## config.mk

```make
export PLATFORM = sky130hd
export DESIGN_NAME = skeleton_junction_pair_lister
export DESIGN_NICKNAME = d
export VERILOG_FILES = /design/src/sjpl_pkg.sv /design/src/skeleton_junction_pair_lister.sv
export SDC_FILE = /design/constraint.sdc
export NUM_CORES = 2
export LEC_CHECK = 0
export BUFFER_PORTS_ARGS = -buffer_cell sky130_fd_sc_hd__buf_2
export CAP_MARGIN = 20
export CORE_MARGIN = 8
export CORE_UTILIZATION = 23
export CTS_BUF_LIST = sky130_fd_sc_hd__clkbuf_8
export DETAILED_ROUTE_END_ITERATION = 16
export HOLD_SLACK_MARGIN = 0.03
export SLEW_MARGIN = 40
export SYNTH_ARGS = -nofsm -noshare
export SYNTH_HDL_FRONTEND = slang
export SYNTH_SLANG_ARGS = --single-unit
```

## constraint.sdc

```tcl
create_clock -name clk -period 21.6 [get_ports clk]
set_input_delay 1.08 -clock clk [delete_from_list [all_inputs] [get_ports clk]]
set_output_delay 1.08 -clock clk [all_outputs]
set_load 0.05 [all_outputs]
```

## src/sjpl_pkg.sv

```systemverilog
package sjpl_pkg;

  localparam int LABEL_BITS   = 16;
  localparam int INDEX_BITS   = 24;
  localparam int WIDTH_BITS   = 13;
  localparam int COL_BITS     = 12;
  localparam int COUNT_BITS   = 3;
  localparam int MAX_WIDTH    = 4096;
  localparam int DIV_STAGES   = 6;
  localparam int STEP_BITS    = (INDEX_BITS + DIV_STAGES - 1) / DIV_STAGES;
  localparam int NUM_STAGES   = DIV_STAGES + 1;
  localparam int SORT_LAYERS  = 3;
  localparam int KEY_BITS     = LABEL_BITS + 1;
  localparam int PAIR_BITS    = 3;

  typedef logic [LABEL_BITS-1:0] label_t;
  typedef logic [KEY_BITS-1:0]   key_t;
  typedef logic [INDEX_BITS-1:0] index_t;
  typedef logic [WIDTH_BITS-1:0] width_t;
  typedef logic [COUNT_BITS-1:0] count_t;
  typedef logic [PAIR_BITS-1:0]  pair_idx_t;

  typedef struct packed {
    index_t pixel_index;
    label_t label_a;
    label_t label_b;
    label_t label_c;
    label_t label_d;
  } in_req_t;

  typedef struct packed {
    label_t                pair_first;
    label_t                pair_second;
    logic [COL_BITS-1:0]   col;
    index_t                row;
    count_t                label_count;
    logic                  junction;
    logic                  last_pair;
  } out_res_t;

  // A key carries an "absent" flag above the label so that uncounted labels sort last.
  typedef struct packed {
    key_t [3:0] key;
    count_t     count;
    logic       junc;
    width_t     rem;
    index_t     dq;
  } stage_t;

  typedef struct packed {
    logic [1:0] first;
    logic [1:0] second;
    logic       last;
  } pair_sel_t;

  function automatic width_t clamp_width(width_t raw);
    width_t w;
    if (raw == '0) begin
      w = width_t'(1);
    end else if (raw > width_t'(MAX_WIDTH)) begin
      w = width_t'(MAX_WIDTH);
    end else begin
      w = raw;
    end
    return w;
  endfunction

  function automatic key_t key_min(key_t x, key_t y);
    return (x < y) ? x : y;
  endfunction

  function automatic key_t key_max(key_t x, key_t y);
    return (x < y) ? y : x;
  endfunction

  // One layer of the four-input sorting network.
  function automatic stage_t sort_layer(stage_t s, int layer);
    stage_t r;
    r = s;
    case (layer)
      0: begin
        r.key[0] = key_min(s.key[0], s.key[1]);
        r.key[1] = key_max(s.key[0], s.key[1]);
        r.key[2] = key_min(s.key[2], s.key[3]);
        r.key[3] = key_max(s.key[2], s.key[3]);
      end
      1: begin
        r.key[0] = key_min(s.key[0], s.key[2]);
        r.key[2] = key_max(s.key[0], s.key[2]);
        r.key[1] = key_min(s.key[1], s.key[3]);
        r.key[3] = key_max(s.key[1], s.key[3]);
      end
      2: begin
        r.key[1] = key_min(s.key[1], s.key[2]);
        r.key[2] = key_max(s.key[1], s.key[2]);
      end
      default: begin
        r = s;
      end
    endcase
    return r;
  endfunction

  // Restoring division: a few quotient bits per pipeline stage.
  function automatic stage_t div_step(stage_t s, width_t w, int stage_idx);
    stage_t r;
    width_t t;
    r = s;
    for (int j = 0; j < STEP_BITS; j++) begin
      if (stage_idx * STEP_BITS + j < INDEX_BITS) begin
        t = {r.rem[WIDTH_BITS-2:0], r.dq[INDEX_BITS-1]};
        r.dq = {r.dq[INDEX_BITS-2:0], 1'b0};
        if (t >= w) begin
          t = t - w;
          r.dq[0] = 1'b1;
        end
        r.rem = t;
      end
    end
    return r;
  endfunction

  // Maps the pair number to sorted positions, in the order (0,1), (0,2), ..., (n-2,n-1).
  function automatic pair_sel_t pair_select(count_t count, pair_idx_t idx);
    pair_sel_t p;
    p = '{first: 2'd0, second: 2'd1, last: 1'b1};
    case (count)
      3'd3: begin
        case (idx)
          3'd0:    p = '{first: 2'd0, second: 2'd1, last: 1'b0};
          3'd1:    p = '{first: 2'd0, second: 2'd2, last: 1'b0};
          default: p = '{first: 2'd1, second: 2'd2, last: 1'b1};
        endcase
      end
      3'd4: begin
        case (idx)
          3'd0:    p = '{first: 2'd0, second: 2'd1, last: 1'b0};
          3'd1:    p = '{first: 2'd0, second: 2'd2, last: 1'b0};
          3'd2:    p = '{first: 2'd0, second: 2'd3, last: 1'b0};
          3'd3:    p = '{first: 2'd1, second: 2'd2, last: 1'b0};
          3'd4:    p = '{first: 2'd1, second: 2'd3, last: 1'b0};
          default: p = '{first: 2'd2, second: 2'd3, last: 1'b1};
        endcase
      end
      default: begin
        p = '{first: 2'd0, second: 2'd1, last: 1'b1};
      end
    endcase
    return p;
  endfunction

endpackage

```

## src/skeleton_junction_pair_lister.sv

```systemverilog
// A pixel request is taken when start is high and busy is low; it passes an input register,
// six divider stages (which also sort the labels in the first three), a pair emitter and an
// output register before its first result is on out_res. A pixel gives one, three or six
// results, one per cycle on out_strobe, which must be taken when shown since the receiver
// cannot stall. The pair emitter sets the rate: the pipeline holds, and busy is high, while
// the emitter still has pairs of an earlier pixel to send, so sustained input is bounded by
// how many pairs each pixel gives according to its label count.
module skeleton_junction_pair_lister (
  input  logic                                  clk,
  input  logic                                  rst_n,
  input  logic                                  cfg_we,
  input  logic [sjpl_pkg::WIDTH_BITS-1:0]       cfg_wdata,
  input  logic                                  start,
  output logic                                  busy,
  input  sjpl_pkg::in_req_t                     in_req,
  output logic                                  out_strobe,
  output sjpl_pkg::out_res_t                    out_res
);
  import sjpl_pkg::*;

  width_t                  width_r;
  stage_t                  st_r   [NUM_STAGES];
  stage_t                  st_nxt [NUM_STAGES];
  logic [NUM_STAGES-1:0]   vld_r;
  logic                    adv;
  stage_t                  em_r;
  logic                    em_vld_r;
  pair_idx_t               em_pair_r;
  logic                    em_take;
  pair_sel_t               sel;
  logic                    out_strobe_r;
  out_res_t                out_res_r;
  out_res_t                out_res_nxt;
  logic                    c_present;
  logic                    d_present;

  assign c_present = (in_req.label_c != '0);
  assign d_present = c_present && (in_req.label_d != '0);

  always_comb begin
    st_nxt[0].key[0] = {1'b0, in_req.label_a};
    st_nxt[0].key[1] = {1'b0, in_req.label_b};
    st_nxt[0].key[2] = {!c_present, in_req.label_c};
    st_nxt[0].key[3] = {!d_present, in_req.label_d};
    st_nxt[0].count  = d_present ? 3'd4 : (c_present ? 3'd3 : 3'd2);
    st_nxt[0].junc   = c_present;
    st_nxt[0].rem    = '0;
    st_nxt[0].dq     = in_req.pixel_index;
    for (int k = 1; k < NUM_STAGES; k++) begin
      st_nxt[k] = st_r[k-1];
      if (k <= SORT_LAYERS) begin
        st_nxt[k] = sort_layer(st_nxt[k], k - 1);
      end
      st_nxt[k] = div_step(st_nxt[k], width_r, k - 1);
    end
  end

  assign sel     = pair_select(em_r.count, em_pair_r);
  assign em_take = !em_vld_r || sel.last;
  assign adv     = !vld_r[NUM_STAGES-1] || em_take;
  assign busy    = !adv;

  always_comb begin
    out_res_nxt.pair_first  = em_r.key[sel.first][LABEL_BITS-1:0];
    out_res_nxt.pair_second = em_r.key[sel.second][LABEL_BITS-1:0];
    out_res_nxt.col         = em_r.rem[COL_BITS-1:0];
    out_res_nxt.row         = em_r.dq;
    out_res_nxt.label_count = em_r.count;
    out_res_nxt.junction    = em_r.junc;
    out_res_nxt.last_pair   = sel.last;
  end

  always_ff @(posedge clk) begin
    if (!rst_n) begin
      width_r      <= width_t'(1);
      vld_r        <= '0;
      em_vld_r     <= 1'b0;
      em_pair_r    <= '0;
      out_strobe_r <= 1'b0;
    end else begin
      if (cfg_we) begin
        width_r <= clamp_width(cfg_wdata);
      end
      if (adv) begin
        vld_r <= {vld_r[NUM_STAGES-2:0], start};
      end
      if (em_take) begin
        em_vld_r  <= vld_r[NUM_STAGES-1];
        em_pair_r <= '0;
      end else begin
        em_pair_r <= em_pair_r + pair_idx_t'(1);
      end
      out_strobe_r <= em_vld_r;
    end
  end

  always_ff @(posedge clk) begin
    if (adv) begin
      for (int k = 0; k < NUM_STAGES; k++) begin
        st_r[k] <= st_nxt[k];
      end
    end
    if (em_take) begin
      em_r <= st_r[NUM_STAGES-1];
    end
    out_res_r <= out_res_nxt;
  end

  assign out_strobe = out_strobe_r;
  assign out_res    = out_res_r;

endmodule

```

==> flow_summary.yaml <==
floorplanning:
  initial_utilization_pct: 23.1
  core-area_um2: 207000
  die_area_um2: 223000
  rows: 167
  die_width_um: 472
  io_pins: 180
  chipHeight_um: 472
finish:
  most_common_cell_after_layout_fill_and_taps_aside: "edfxtp_1"
  final_net_count: 4575
  drive_gt1_share_pct: 19.7
  layout_common_cells: "edfxtp_1, ha_1, mux2_2"
  post-route-util_pct: 27.0
  flow.area_growth_from_synthesis_pct: 16.7
cts:
  clock_tree_from_tritoncts: "built"
  post-cts-setup-buffers: 0
  cts_root_buf: "clkbuf_8"
  cts.reportedPaths.clkPinSlew_ns: 0.06
  cts_made_buffers: 163
  cts.sink_count: 923
  htree_num_levels: 4
  cts_buffer_depth: 3
  post_cts_resized: 0
  hold_buffers: 0
  insertion_delay_ns: 0.93
routing:
  viasPerCell: 4.35
  detail_route.first_pass.iterations: 5
  avgRoutedWirePerCell_um: 16.6
  detail_route.wirelength_mm: 115
  first_iter_violations: 1621
  drtAntennaViolNets: 0
  post_route_drc: 0
  vias: 30052
worst_setup_path:
  critical-path-top-cell-by-count: "a21oi_1"
  critical_path_depth: 38
  slowest_delay_ns: 0.46
  worstPathRequired_ns: 22.30
  reg2reg_slack_ns: 11.09
  worstPathMaxFanout: 21
  regToRegStartpoint: "width_r[1]$_SDFFE_PN0P_"
  timing.reg2reg.worst_path_depth: 38
  r2r_end: "st_r[5][27]$_DFFE_PN_"
  crit_path_start_kind: "flop"
  setup.worst_path.end_class: "flop"
  timing.critical_path.from: "width_r[1]$_SDFFE_PN0P_"
  cpMaxStageDelayCell: "o41ai_1"
  path_class: "flop to flop"
  critPathBufInv: 7
  critical-path-top-delay-family: "compound AO/OA/AOI/OAI gates"
  arrival_ns: 11.21
worst_hold_path:
  min_path_type: "flop to flop"
  whs_endpoint: "out_res[7]$_DFF_P_"
  hp-start: "em_r[2]$_DFFE_PP_"
  timing.hold.worst_path_depth: 0
synth:
  post_synth_num_cell_types: 85
  syn-mean-instance-area_um2: 12.8
  async_flop_share_pct: 0
  ys_seq_area_share_pct: 55.9
  synth_edf_count: 825
  syn-num-nets: 4246
  synth_cells: 3736
  yosysWarnings: 0
  ys_ff_latch: 923
  synthesis.area_um2: 47800
  postSynth.topFlopCell: "edfxtp_1"
sta:
  timing.final.hold_violations: 0
  finClkSkew_ns: 0.0624
  fin_crit_ns: 10.51
  finalSetupViolCount: 0
  max_clock_freq_mhz: 95.2
  slew_headroom_pct: 49.9
  final_max_slew_viols: 0
  final.period_utilization_pct: 48.7
  worstMarginPinSlew_ns: 0.752
  final.setup.tns_ns: 0
  unrepaired_setup_endpoints_after_global_routing: "no"
global_routing:
  grt_antenna_before_repair: 16
  grt_overflow: 0
  wire_length_of_the_first_global_routing_pass_mm: 176
  grt_util_overall_pct: 10.0
  grt_start_max_net_pins: 115
  via_count_of_the_first_global_routing_pass: 30094
placement:
  io_buffers: 179
  hpwlAfterDp_mm: 84.0
  place.gp.congestion: 0.829
run:
  maxCapViolCount: 0
outcome:
  outcome: "completed"
==> cell families (layout without fill, tap and decap cells) <==
kind of cell             count (synthesis)  after routing  share of synthesized area, %
AO/OA/AOI/OAI                          747            747                          10.2
XOR/XNOR                               201            201                          3.68
adder cells (fa/ha/maj)                405            405                          11.0
buffers and inverters                  278            742                          2.33
flip-flops                             923            923                          55.9
multiplexers                           383            383                          8.87
other                                    1              8                       0.00784
AND/OR/NAND/NOR                        798            798                          7.99
==> area by class of cell <==
cell class                      count  area, µm²
Antenna cell                        7       17.5
Clock buffer                      173       2380
Clock inverter                    127       1030
Fill cell                       21243     151000
Inverter                          215        812
Multi-Input combinational cell   2535      20100
Sequential cell                   923      26700
Tap cell                         2704       3380
Timing Repair Buffer              227       1340
==> synthesized netlist by cell type (7+ instances only) <==
master	count	area, µm²
a211oi_1	31	233
a21boi_0	16	120
a21o_1	75	563
a21oi_1	227	1140
a31o_2	8	70.1
a31oi_1	16	100
and2_1	29	181
and3_1	7	43.8
buf_2	27	135
clkbuf_1	29	109
dfxtp_1	98	1960
edfxtp_1	825	24800
fa_1	23	460
ha_1	382	4780
inv_1	212	796
mux2_2	294	3310
mux2i_1	81	811
nand2_1	160	601
nand2b_1	35	219
nand3_1	74	370
nand4_1	36	225
nor2_1	250	938
nor2b_1	59	369
nor3_1	69	345
nor4_1	21	131
o211ai_1	18	135
o21a_1	53	398
o21ai_0	148	741
o21ai_1	12	60.1
o21bai_1	16	120
o221ai_1	9	78.8
o31a_1	18	158
o31ai_1	15	113
o41ai_1	13	114
or2_2	14	87.6
or3_1	23	144
xnor2_1	135	1180
xor2_1	66	578
==> routing by layer <==
metal / part of all wire [%] / up-vias / GRT usage [%]
met5: 0.072 / - / 0
met4: 4.5 / 14 / 4.88
met3: 4.9 / 224 / 2.29
met2: 44 / 660 / 15.7
met1: 46 / 14348 / 13.0
li1: - / 14806 / -
==> per-stage QoR <==
step | area (µm²) | hold slack [ns] | cells | setup slack [ns]
3_5_place_dp | 52300 | 0.328 | 6603 | 11.11
3_3_place_gp | 52200 | 0.325 | 6600 | 11.26
4_1_cts | 55800 | 0.201 | 6903 | 11.05
6_report | 55800 | 0.329 | 6911 | 11.09
5_1_grt | 55800 | 0.235 | 6908 | 10.25
2_1_floorplan | 47800 | 0.323 | 3736 | 7.73
==> state kept, by name, indices dropped and copies added (netlist names) <==
name / cells
em_r: 104
em_pair_r: 3
out_strobe: 1
width_r: 13
out_res: 73
st_r: 721
vld_r: 7
em_vld_r: 1
==> how the worst max path moves through the flow <==
stage | end | slack [ns]
floorplan | busy | 7.73
global placement | st_r[4][34]$_DFFE_PN_ | 11.26
detailed placement | st_r[2][31]$_DFFE_PN_ | 11.11
CTS | st_r[2][31]$_DFFE_PN_ | 11.05
global route | st_r[5][27]$_DFFE_PN_ | 10.25
finish | st_r[5][27]$_DFFE_PN_ | 11.09
Power is left out: the tool's default activity adds up to more than one toggle a clock period on the data nets, which glitch-free logic cannot reach.
